===== src/sv/cidm_pkg.sv =====
// Shared types, constants and the built-in watch table of the CAN ID change monitor.
// No dependencies; the other files of the block, apart from the port-level checks, refer to it by scoped names.
`default_nettype none
package cidm_pkg;

  localparam int BUILTIN_ENTRIES = 17;
  localparam int MASK_BITS       = 17;
  localparam int TIME_W          = 48;
  localparam int DIV_BITS_PER_CYCLE = 4;
  localparam int DIV_CYCLES      = TIME_W / DIV_BITS_PER_CYCLE;
  localparam logic [9:0] US_PER_MS = 10'd1000;
  localparam logic [3:0] MAX_LEN = 4'd8;
  localparam logic [2:0] ADDR_MASK_REG = 3'd0;

  typedef enum logic [3:0] {
    ST_IDLE  = 4'b0001,
    ST_MATCH = 4'b0010,
    ST_READ  = 4'b0100,
    ST_DIV   = 4'b1000
  } cidm_state_t;

  typedef struct packed {
    logic load;
    logic lookup;
    logic update;
    logic emit;
  } cidm_cmd_t;

  typedef struct packed {
    logic hit;
    logic div_idle;
  } cidm_sts_t;

  function automatic logic [10:0] watch_id(input int i);
    logic [10:0] r;
    case (i)
      0:       r = 11'h21F;
      1:       r = 11'h3E5;
      2:       r = 11'h165;
      3:       r = 11'h1A5;
      4:       r = 11'h1E0;
      5:       r = 11'h1E5;
      6:       r = 11'h3F6;
      7:       r = 11'h220;
      8:       r = 11'h221;
      9:       r = 11'h225;
      10:      r = 11'h227;
      11:      r = 11'h2A0;
      12:      r = 11'h2A1;
      13:      r = 11'h2A5;
      14:      r = 11'h261;
      15:      r = 11'h276;
      16:      r = 11'h39B;
      default: r = 11'h000;
    endcase
    return r;
  endfunction

  // Keeps the first len bytes of a payload; len is already clamped to eight.
  function automatic logic [63:0] bytes_mask(input logic [3:0] len);
    logic [63:0] m;
    m = '0;
    for (int b = 0; b < 8; b++) begin
      if (4'(b) < len) begin
        m[8*b +: 8] = 8'hFF;
      end
    end
    return m;
  endfunction

endpackage
`default_nettype wire


===== src/sv/cidm_div.sv =====
// Iterative divider by 1000 for a 48-bit microsecond value, four quotient bits a cycle.
// Depends on cidm_pkg for the bits per step, step count and divisor.
`default_nettype none
module cidm_div (
  input  wire logic        clk,
  input  wire logic        rst,
  input  wire logic        start,
  input  wire logic [47:0] dividend,
  output logic [47:0]      quotient,
  output logic             idle
);

  logic [47:0] dvd;
  logic [9:0]  rem;
  logic [3:0]  cnt;
  logic [47:0] dvd_next;
  logic [9:0]  rem_next;

  always_comb begin
    logic [10:0] t;
    dvd_next = dvd;
    rem_next = rem;
    for (int s = 0; s < cidm_pkg::DIV_BITS_PER_CYCLE; s++) begin
      t = {rem_next, dvd_next[47]};
      if (t >= {1'b0, cidm_pkg::US_PER_MS}) begin
        t = t - {1'b0, cidm_pkg::US_PER_MS};
        dvd_next = {dvd_next[46:0], 1'b1};
      end else begin
        dvd_next = {dvd_next[46:0], 1'b0};
      end
      rem_next = t[9:0];
    end
  end

  always_ff @(posedge clk) begin
    if (rst) begin
      cnt <= '0;
    end else if (start) begin
      cnt <= 4'(cidm_pkg::DIV_CYCLES);
    end else if (cnt != '0) begin
      cnt <= cnt - 4'd1;
    end
  end

  always_ff @(posedge clk) begin
    if (start) begin
      dvd <= dividend;
      rem <= '0;
    end else if (cnt != '0) begin
      dvd <= dvd_next;
      rem <= rem_next;
    end
  end

  assign quotient = dvd;
  assign idle     = (cnt == '0);

endmodule
`default_nettype wire


===== src/sv/cidm_ctrl.sv =====
// Sequencing state machine of the CAN ID change monitor.
// Depends on cidm_pkg for the state, command and status types.
`default_nettype none
module cidm_ctrl (
  input  wire logic                clk,
  input  wire logic                rst,
  input  wire logic                start,
  input  wire cidm_pkg::cidm_sts_t sts,
  output cidm_pkg::cidm_cmd_t      cmd,
  output logic                     busy
);

  cidm_pkg::cidm_state_t state, state_next;

  always_comb begin
    state_next = state;
    cmd        = '0;
    case (state)
      cidm_pkg::ST_IDLE: begin
        if (start) begin
          cmd.load   = 1'b1;
          state_next = cidm_pkg::ST_MATCH;
        end
      end
      cidm_pkg::ST_MATCH: begin
        cmd.lookup = 1'b1;
        state_next = sts.hit ? cidm_pkg::ST_READ : cidm_pkg::ST_IDLE;
      end
      cidm_pkg::ST_READ: begin
        cmd.update = 1'b1;
        state_next = cidm_pkg::ST_DIV;
      end
      cidm_pkg::ST_DIV: begin
        if (sts.div_idle) begin
          cmd.emit   = 1'b1;
          state_next = cidm_pkg::ST_IDLE;
        end
      end
      default: state_next = cidm_pkg::ST_IDLE;
    endcase
  end

  always_ff @(posedge clk) begin
    if (rst) begin
      state <= cidm_pkg::ST_IDLE;
    end else begin
      state <= state_next;
    end
  end

  assign busy = (state != cidm_pkg::ST_IDLE);

endmodule
`default_nettype wire


===== src/sv/cidm_dp.sv =====
// Datapath of the CAN ID change monitor: frame capture, table match, entry store and report.
// Depends on cidm_pkg and instantiates two cidm_div units.
`default_nettype none
module cidm_dp #(
  parameter int NUM_WATCHED = 17
) (
  input  wire logic                clk,
  input  wire logic                rst,
  input  wire cidm_pkg::cidm_cmd_t cmd,
  output cidm_pkg::cidm_sts_t      sts,
  input  wire logic [16:0]         mask,
  input  wire logic [28:0]         frame_id,
  input  wire logic                is_extended,
  input  wire logic                is_remote,
  input  wire logic [3:0]          payload_length,
  input  wire logic [63:0]         payload,
  input  wire logic [47:0]         time_us,
  output logic                     result_valid,
  output logic [4:0]               entry_index,
  output logic [10:0]              matched_id,
  output logic                     changed,
  output logic [3:0]               report_length,
  output logic [63:0]              report_payload,
  output logic signed [39:0]       elapsed_ms,
  output logic [31:0]              frame_count,
  output logic [38:0]              time_ms
);

  localparam int IW = (NUM_WATCHED > 1) ? $clog2(NUM_WATCHED) : 1;

  // Captured frame.
  logic [28:0] id_q;
  logic        drop_q;
  logic [3:0]  len_q;
  logic [63:0] data_q;
  logic [47:0] now_q;
  logic [3:0]  len_clamped;

  // Entry stores.
  logic [3:0]  len_mem  [NUM_WATCHED];
  logic [63:0] pay_mem  [NUM_WATCHED];
  logic [47:0] time_mem [NUM_WATCHED];
  logic [31:0] cnt_mem  [NUM_WATCHED];
  logic [NUM_WATCHED-1:0] seen;

  logic [3:0]  rd_len;
  logic [63:0] rd_pay;
  logic [47:0] rd_time;
  logic [31:0] rd_cnt;
  logic        rd_seen;

  logic [4:0]  idx_match;
  logic        hit;
  logic [4:0]  idx_q;
  logic        changed_q;
  logic        rpt_q;
  logic        first_q;
  logic [31:0] cnt_q;
  logic [31:0] cnt_new;
  logic        chg_new;
  logic [31:0] mask_wide;
  logic [47:0] q_delta;
  logic [47:0] q_now;
  logic        idle_delta;
  logic        idle_now;

  assign len_clamped = (payload_length > cidm_pkg::MAX_LEN) ? cidm_pkg::MAX_LEN : payload_length;

  always_ff @(posedge clk) begin
    if (cmd.load) begin
      id_q   <= frame_id;
      drop_q <= is_extended | is_remote;
      len_q  <= len_clamped;
      data_q <= payload & cidm_pkg::bytes_mask(len_clamped);
      now_q  <= time_us;
    end
  end

  always_comb begin
    idx_match = '0;
    hit       = 1'b0;
    for (int i = NUM_WATCHED - 1; i >= 0; i--) begin
      if (i < cidm_pkg::BUILTIN_ENTRIES && id_q == {18'd0, cidm_pkg::watch_id(i)}) begin
        idx_match = 5'(i);
        hit       = 1'b1;
      end
    end
  end

  assign sts.hit      = hit & ~drop_q;
  assign sts.div_idle = idle_delta & idle_now;

  always_ff @(posedge clk) begin
    if (cmd.lookup) begin
      idx_q   <= idx_match;
      rd_len  <= len_mem[idx_match[IW-1:0]];
      rd_pay  <= pay_mem[idx_match[IW-1:0]];
      rd_time <= time_mem[idx_match[IW-1:0]];
      rd_cnt  <= cnt_mem[idx_match[IW-1:0]];
      rd_seen <= seen[idx_match[IW-1:0]];
    end
  end

  // A never-seen entry counts from zero; the stored count is only trusted once seen.
  assign cnt_new = !rd_seen ? 32'd1 : (rd_cnt == '1) ? rd_cnt : rd_cnt + 32'd1;
  assign chg_new = !rd_seen || (rd_len != len_q) || (rd_pay != data_q);
  assign mask_wide = {15'd0, mask};

  always_ff @(posedge clk) begin
    if (cmd.update) begin
      len_mem[idx_q[IW-1:0]]  <= len_q;
      pay_mem[idx_q[IW-1:0]]  <= data_q;
      time_mem[idx_q[IW-1:0]] <= now_q;
      cnt_mem[idx_q[IW-1:0]]  <= cnt_new;
      changed_q <= chg_new;
      rpt_q     <= chg_new | mask_wide[idx_q];
      first_q   <= ~rd_seen;
      cnt_q     <= cnt_new;
    end
  end

  always_ff @(posedge clk) begin
    if (rst) begin
      seen <= '0;
    end else if (cmd.update) begin
      seen[idx_q[IW-1:0]] <= 1'b1;
    end
  end

  // The subtraction wraps modulo 2^48, as a free-running counter does.
  cidm_div u_div_delta (
    .clk      (clk),
    .rst      (rst),
    .start    (cmd.update),
    .dividend (now_q - rd_time),
    .quotient (q_delta),
    .idle     (idle_delta)
  );

  cidm_div u_div_now (
    .clk      (clk),
    .rst      (rst),
    .start    (cmd.update),
    .dividend (now_q),
    .quotient (q_now),
    .idle     (idle_now)
  );

  always_ff @(posedge clk) begin
    if (rst) begin
      result_valid <= 1'b0;
    end else begin
      result_valid <= cmd.emit & rpt_q;
    end
  end

  always_ff @(posedge clk) begin
    if (cmd.emit) begin
      entry_index    <= idx_q;
      matched_id     <= id_q[10:0];
      changed        <= changed_q;
      report_length  <= len_q;
      report_payload <= data_q;
      elapsed_ms     <= first_q ? '1 : signed'(q_delta[39:0]);
      frame_count    <= cnt_q;
      time_ms        <= q_now[38:0];
    end
  end

endmodule
`default_nettype wire


===== src/sv/can_id_change_monitor.sv =====
// Top level of the CAN ID change monitor: APB register, controller and datapath.
// Depends on cidm_pkg, cidm_ctrl and cidm_dp.
//
// The block takes one received CAN frame per start pulse while busy is low. Extended,
// remote and unwatched frames are dropped and hold busy only while the identifier is
// matched. A watched frame holds busy while the identifier is matched against the
// built-in table, while the entry store is read, and while the two iterative
// divide-by-1000 units (twelve steps of four quotient bits over the 48-bit time) produce
// the millisecond figures; the report is latched once both units are idle.
// A report, when the frame produces one, appears in the first cycle after busy falls,
// marked by result_valid for exactly one cycle. The receiver cannot stall the block, so
// it must take every report beat in the cycle it is shown. The report_every_mask register
// sits at byte address 0 of the APB port and should be written only while busy is low.
`default_nettype none
module can_id_change_monitor #(
  parameter int NUM_WATCHED = 17
) (
  input  wire logic        clk,
  input  wire logic        rst,
  input  wire logic        psel,
  input  wire logic        penable,
  input  wire logic        pwrite,
  input  wire logic [2:0]  paddr,
  input  wire logic [31:0] pwdata,
  output logic [31:0]      prdata,
  output logic             pready,
  input  wire logic        start,
  output logic             busy,
  input  wire logic [28:0] frame_id,
  input  wire logic        is_extended,
  input  wire logic        is_remote,
  input  wire logic [3:0]  payload_length,
  input  wire logic [63:0] payload,
  input  wire logic [47:0] time_us,
  output logic             result_valid,
  output logic [4:0]       entry_index,
  output logic [10:0]      matched_id,
  output logic             changed,
  output logic [3:0]       report_length,
  output logic [63:0]      report_payload,
  output logic signed [39:0] elapsed_ms,
  output logic [31:0]      frame_count,
  output logic [38:0]      time_ms
);

  cidm_pkg::cidm_cmd_t cmd;
  cidm_pkg::cidm_sts_t sts;
  logic [16:0] report_every_mask;
  logic        ctrl_start;

  // The register decode looks at the word address only; byte offsets are ignored.
  always_ff @(posedge clk) begin
    if (rst) begin
      report_every_mask <= 17'h18000;
    end else if (psel && penable && pwrite && paddr[2] == cidm_pkg::ADDR_MASK_REG[2]) begin
      report_every_mask <= pwdata[16:0];
    end
  end

  assign pready = 1'b1;
  assign prdata = (paddr[2] == cidm_pkg::ADDR_MASK_REG[2]) ? {15'd0, report_every_mask} : '0;

  // The controller only looks at start while idle, so start needs no further gating.
  assign ctrl_start = start;

  cidm_ctrl u_ctrl (
    .clk   (clk),
    .rst   (rst),
    .start (ctrl_start),
    .sts   (sts),
    .cmd   (cmd),
    .busy  (busy)
  );

  cidm_dp #(
    .NUM_WATCHED (NUM_WATCHED)
  ) u_dp (
    .clk            (clk),
    .rst            (rst),
    .cmd            (cmd),
    .sts            (sts),
    .mask           (report_every_mask),
    .frame_id       (frame_id),
    .is_extended    (is_extended),
    .is_remote      (is_remote),
    .payload_length (payload_length),
    .payload        (payload),
    .time_us        (time_us),
    .result_valid   (result_valid),
    .entry_index    (entry_index),
    .matched_id     (matched_id),
    .changed        (changed),
    .report_length  (report_length),
    .report_payload (report_payload),
    .elapsed_ms     (elapsed_ms),
    .frame_count    (frame_count),
    .time_ms        (time_ms)
  );

endmodule
`default_nettype wire


===== config.mk =====
export PLATFORM = sky130hd
export DESIGN_NAME = can_id_change_monitor
export DESIGN_NICKNAME = d
export VERILOG_FILES = /design/src/sv/cidm_pkg.sv /design/src/sv/cidm_div.sv /design/src/sv/cidm_ctrl.sv /design/src/sv/cidm_dp.sv /design/src/sv/can_id_change_monitor.sv
export SDC_FILE = /design/constraint.sdc
export NUM_CORES = 2
export LEC_CHECK = 0
export BUFFER_PORTS_ARGS = -buffer_cell sky130_fd_sc_hd__buf_4
export CAP_MARGIN = 10
export CORE_AREA = 2 2 576 406
export CTS_CLUSTER_SIZE = 14
export DETAILED_ROUTE_END_ITERATION = 16
export DIE_AREA = 0 0 578 408
export PLACE_DENSITY = 0.8
export SYNTH_ARGS = -nofsm -noshare
export SYNTH_HDL_FRONTEND = slang
export SYNTH_SLANG_ARGS = --single-unit
export TNS_END_PERCENT = 50

===== constraint.sdc =====
create_clock -name clk -period 24 [get_ports clk]
set_input_delay 1.2 -clock clk [delete_from_list [all_inputs] [get_ports clk]]
set_output_delay 1.2 -clock clk [all_outputs]
set_load 0.05 [all_outputs]

==> results_dict.tcl <==
set metrics [dict create \
    skew_ns 0.06838 \
    dieWidth_um 578 \
    crit_arrival_ns 9.81 \
    drv_cap 0 \
    antenna_found_initial 14 \
    hold_buffers 0 \
    first_pass_iters 6 \
    drv_slew 0 \
    path_buf_inv 7 \
    vdd_drop_max_uv 75.19 \
    cp-start-kind "flip-flop" \
    insertion_delay_ns 0.90 \
    clockRootBuffer "clkbuf_16" \
    synth-seq-cells 3210 \
    ys.warnings.count 0 \
    hpwl_um 160000 \
    start_util_pct 54.57 \
    via_per_inst 6.390 \
    pwr-share-comb_pct 9.6 \
    stdcell_area_sq_um 142200 \
    p_seq_share_pct 53.1 \
    clkTransAtPathRegs_ns 0.06 \
    grt_max_degree 173 \
    crit_top_cell "buf_4" \
    drc_errors 0 \
    drt_wl_total_um 317300 \
    post_cts_buffers 0 \
    placed_area_sq_um 132900 \
    rr_startpoint "u_dp.id_q[12]$_DFFE_PP_" \
    finalHoldViolCount 0 \
    gp_congestion 0.8700 \
    slew_headroom_pct 16.02 \
    crit_type "reg -> reg" \
    internal-power_mw 9.364 \
    cts_resized 0 \
    synth_area_leader_cell "edfxtp_1" \
    slowest_delay_ns 0.85 \
    grt_pass1_wl_um 460800 \
    min_period_over_period_pct 38.45 \
    max_freq_mhz 108.4 \
    tns_ns 0 \
    tightest_slew_ns 1.255 \
    synth_cell_types 111 \
    syn_area_sq_um 126000 \
    drtIter0Drc 10103 \
    setup_viol 0 \
    rsz0062_at_grt "no" \
    period_needed_ns 9.228 \
    clock-sinks 3210 \
    synthArstFlopShare_pct 0 \
    synth_area_leaders "edfxtp_1, mux4_2, nand2_1" \
    numPortBuffers 385 \
    crit_family "buffers and inverters" \
    post-route-util_pct 61.59 \
    ys_top_cells_by_count "edfxtp_1, nand2_1, mux4_2, o21ai_0, clkbuf_1" \
    syn_avg_cell_area_sq_um 17.68 \
    wire_per_inst_um 29.08 \
    min_from "u_dp.cnt_q[6]$_DFFE_PP_" \
    crit_path_end_kind "flip-flop" \
    ant_nets 0 \
    syn_to_final_growth_pct 12.87 \
    overflow 0 \
    ys_seq_area_share_pct 75.96 \
    rrSetupSlack_ns 14.77 \
    p_clk_share_pct 37.3 \
    grt_use_total_pct 26.63 \
    synth_edf_count 3143 \
    num_io_pins 419 \
    row_count 148 \
    synthCells 7127 \
    dieArea_sq_um 235800 \
    p_leak_nw 48.13 \
    synth-main-ff-cell "edfxtp_1" \
    setup.worst_path.start "u_dp.id_q[12]$_DFFE_PP_" \
    htree_levels 5 \
    core-area_sq_um 230900 \
    switchingPower_mw 2.984 \
    critPathRequiredTime_ns 24.58 \
    grt_pass1_vias 69612 \
    die_y_um 408 \
    vias 69723 \
    tritoncts "built" \
    drive_gt1_share_pct 20.96 \
    yosysTopAreaCellShare_pct 74.90 \
    critPathSlowestCell "buf_4" \
    cp_max_fo 102 \
    crit_chain "nor4_1 -> nand4_1 -> nor4_1 -> nor4bb_1 -> nand2_1 -> o21ai_0 -> a211oi_4 -> buf_4 -> buf_12 -> buf_4 -> buf_4 -> buf_4 -> buf_4 -> buf_4 -> mux4_2 -> nand2_1 -> nand3_1 -> o21ai_0 -> o21ai_0" \
    synth_most_common_cell "edfxtp_1" \
    cts_buffers 302 \
    hold_path.class "reg -> reg" \
    fin_nets 7868 \
    status "finished clean" \
    powerDensity_nw_per_um2 86.82 \
    swShare_pct 24.17 \
    cts_buffer_depth 4 \
]
## stage by stage
| stage | total power, mW | cells | worst slack [ns] | hold slack [ns] |
|---|---|---|---|---|
| 6_report | 12.35 | 10912 | 14.77 | 0.3950 |
| 5_1_grt | 12.71 | 10909 | 13.86 | 0.4205 |
| 4_1_cts | 12.37 | 10902 | 14.48 | 0.3901 |
| 3_5_place_dp | 7.827 | 10387 | 14.54 | 0.4057 |
| 3_3_place_gp | 7.789 | 10387 | 14.55 | 0.4067 |
| 2_1_floorplan | 7.462 | 7141 | 6.232 | 0.4003 |
## routing by layer
layer | global-route usage (%) | share of wire, %
met1 | 38.03 | 38
met2 | 42.10 | 47
met3 | 4.905 | 12
met4 | 8.419 | 3.2
met5 | 0 | 0.015
## logic make-up after synthesis
| family | share of synthesized area [%] |
|---|---|
| buffers and inverters | 1.504 |
| adders and majority gates | 0.6116 |
| DFF | 75.96 |
| and+or+nand+nor | 6.613 |
| xor gates and xnor gates | 0.9939 |
| muxes | 10.93 |
| other | 0.005960 |
| AOI/OAI and AO/OA | 3.383 |
## power by group through the flow
stage	Sequential (mW)	Clock, mW	Combinational, mW
after global routing	6.57	4.84	1.29
final	6.56	4.61	1.18
after detailed placement	6.67	0	1.15
after global placement	6.66	0	1.13
after floorplan	6.60	0	0.865
after CTS	6.55	4.65	1.17
## cell type report
type | instances | area [sq um]
timing repair buffer | 528 | 4252
clock inverter | 124 | 1192
antenna | 7 | 17.52
tap | 3075 | 3847
inverter | 127 | 486.7
sequential | 3210 | 95720
multi-input combinational | 3450 | 28650
clock buffer | 391 | 8060
fill | 15418 | 88690
## state kept, by name, indices dropped and copies added (netlist names), 5 cells and up
| register | count |
|---|---|
| u_dp.pay_mem | 1088 |
| u_dp.time_mem | 816 |
| u_dp.cnt_mem | 544 |
| u_dp.len_mem | 68 |
| u_dp.data_q | 64 |
| u_dp.rd_pay | 64 |
| u_dp.report_payload | 64 |
| u_dp.now_q | 48 |
| u_dp.rd_time | 48 |
| u_dp.u_div_delta.quotient | 48 |
| u_dp.u_div_now.quotient | 48 |
| u_dp.elapsed_ms | 40 |
| u_dp.time_ms | 39 |
| u_dp.cnt_q | 32 |
| u_dp.frame_count | 32 |
| u_dp.rd_cnt | 32 |
| u_dp.id_q | 29 |
| report_every_mask | 17 |
| u_dp.seen | 17 |
| u_dp.matched_id | 11 |
| u_dp.u_div_delta.rem | 10 |
| u_dp.u_div_now.rem | 10 |
| u_dp.entry_index | 5 |
| u_dp.idx_q | 5 |
## path summary, 6_finish.rpt
kind | endpoint | cells after the start
setup / recovery | u_dp.rd_pay[18]$_DFFE_PP_ | 19
hold / removal | u_dp.frame_count[6]$_DFFE_PP_ | 0
setup reg to reg | u_dp.rd_pay[18]$_DFFE_PP_ | 19
hold reg to reg | u_dp.frame_count[6]$_DFFE_PP_ | 0
## cell usage in the layout, fill, tap and decap left out, types with 14 or more instances in the layout
master | netlist | layout
clkbuf_1 | 241 | 80
clkinv_1 | 1 | 51
o21bai_1 | 15 | 15
a21o_1 | 22 | 22
o22ai_1 | 15 | 15
nor2b_1 | 88 | 88
a31oi_1 | 15 | 14
nand2_1 | 1212 | 1211
nand3_1 | 187 | 187
edfxtp_1 | 3143 | 3143
dfxtp_1 | 67 | 67
conb_1 | 2 | 16
buf_4 | 16 | 505
xor2_1 | 65 | 65
nor2_4 | 0 | 19
clkbuf_16 | 0 | 309
a21oi_1 | 111 | 111
nand2b_1 | 15 | 15
o21a_1 | 15 | 15
mux2i_1 | 15 | 15
nor3_1 | 33 | 31
inv_1 | 126 | 123
ha_1 | 60 | 60
nor4_1 | 25 | 23
buf_12 | 0 | 23
mux4_2 | 600 | 600
o21ai_0 | 394 | 394
nand4_1 | 23 | 23
and2_1 | 21 | 20
or3_1 | 22 | 22
xnor2_1 | 73 | 73
nor2_1 | 155 | 136
clkinv_2 | 0 | 28
or2_2 | 44 | 44
bufinv_16 | 0 | 16
Power figures use the tool's default switching activity.
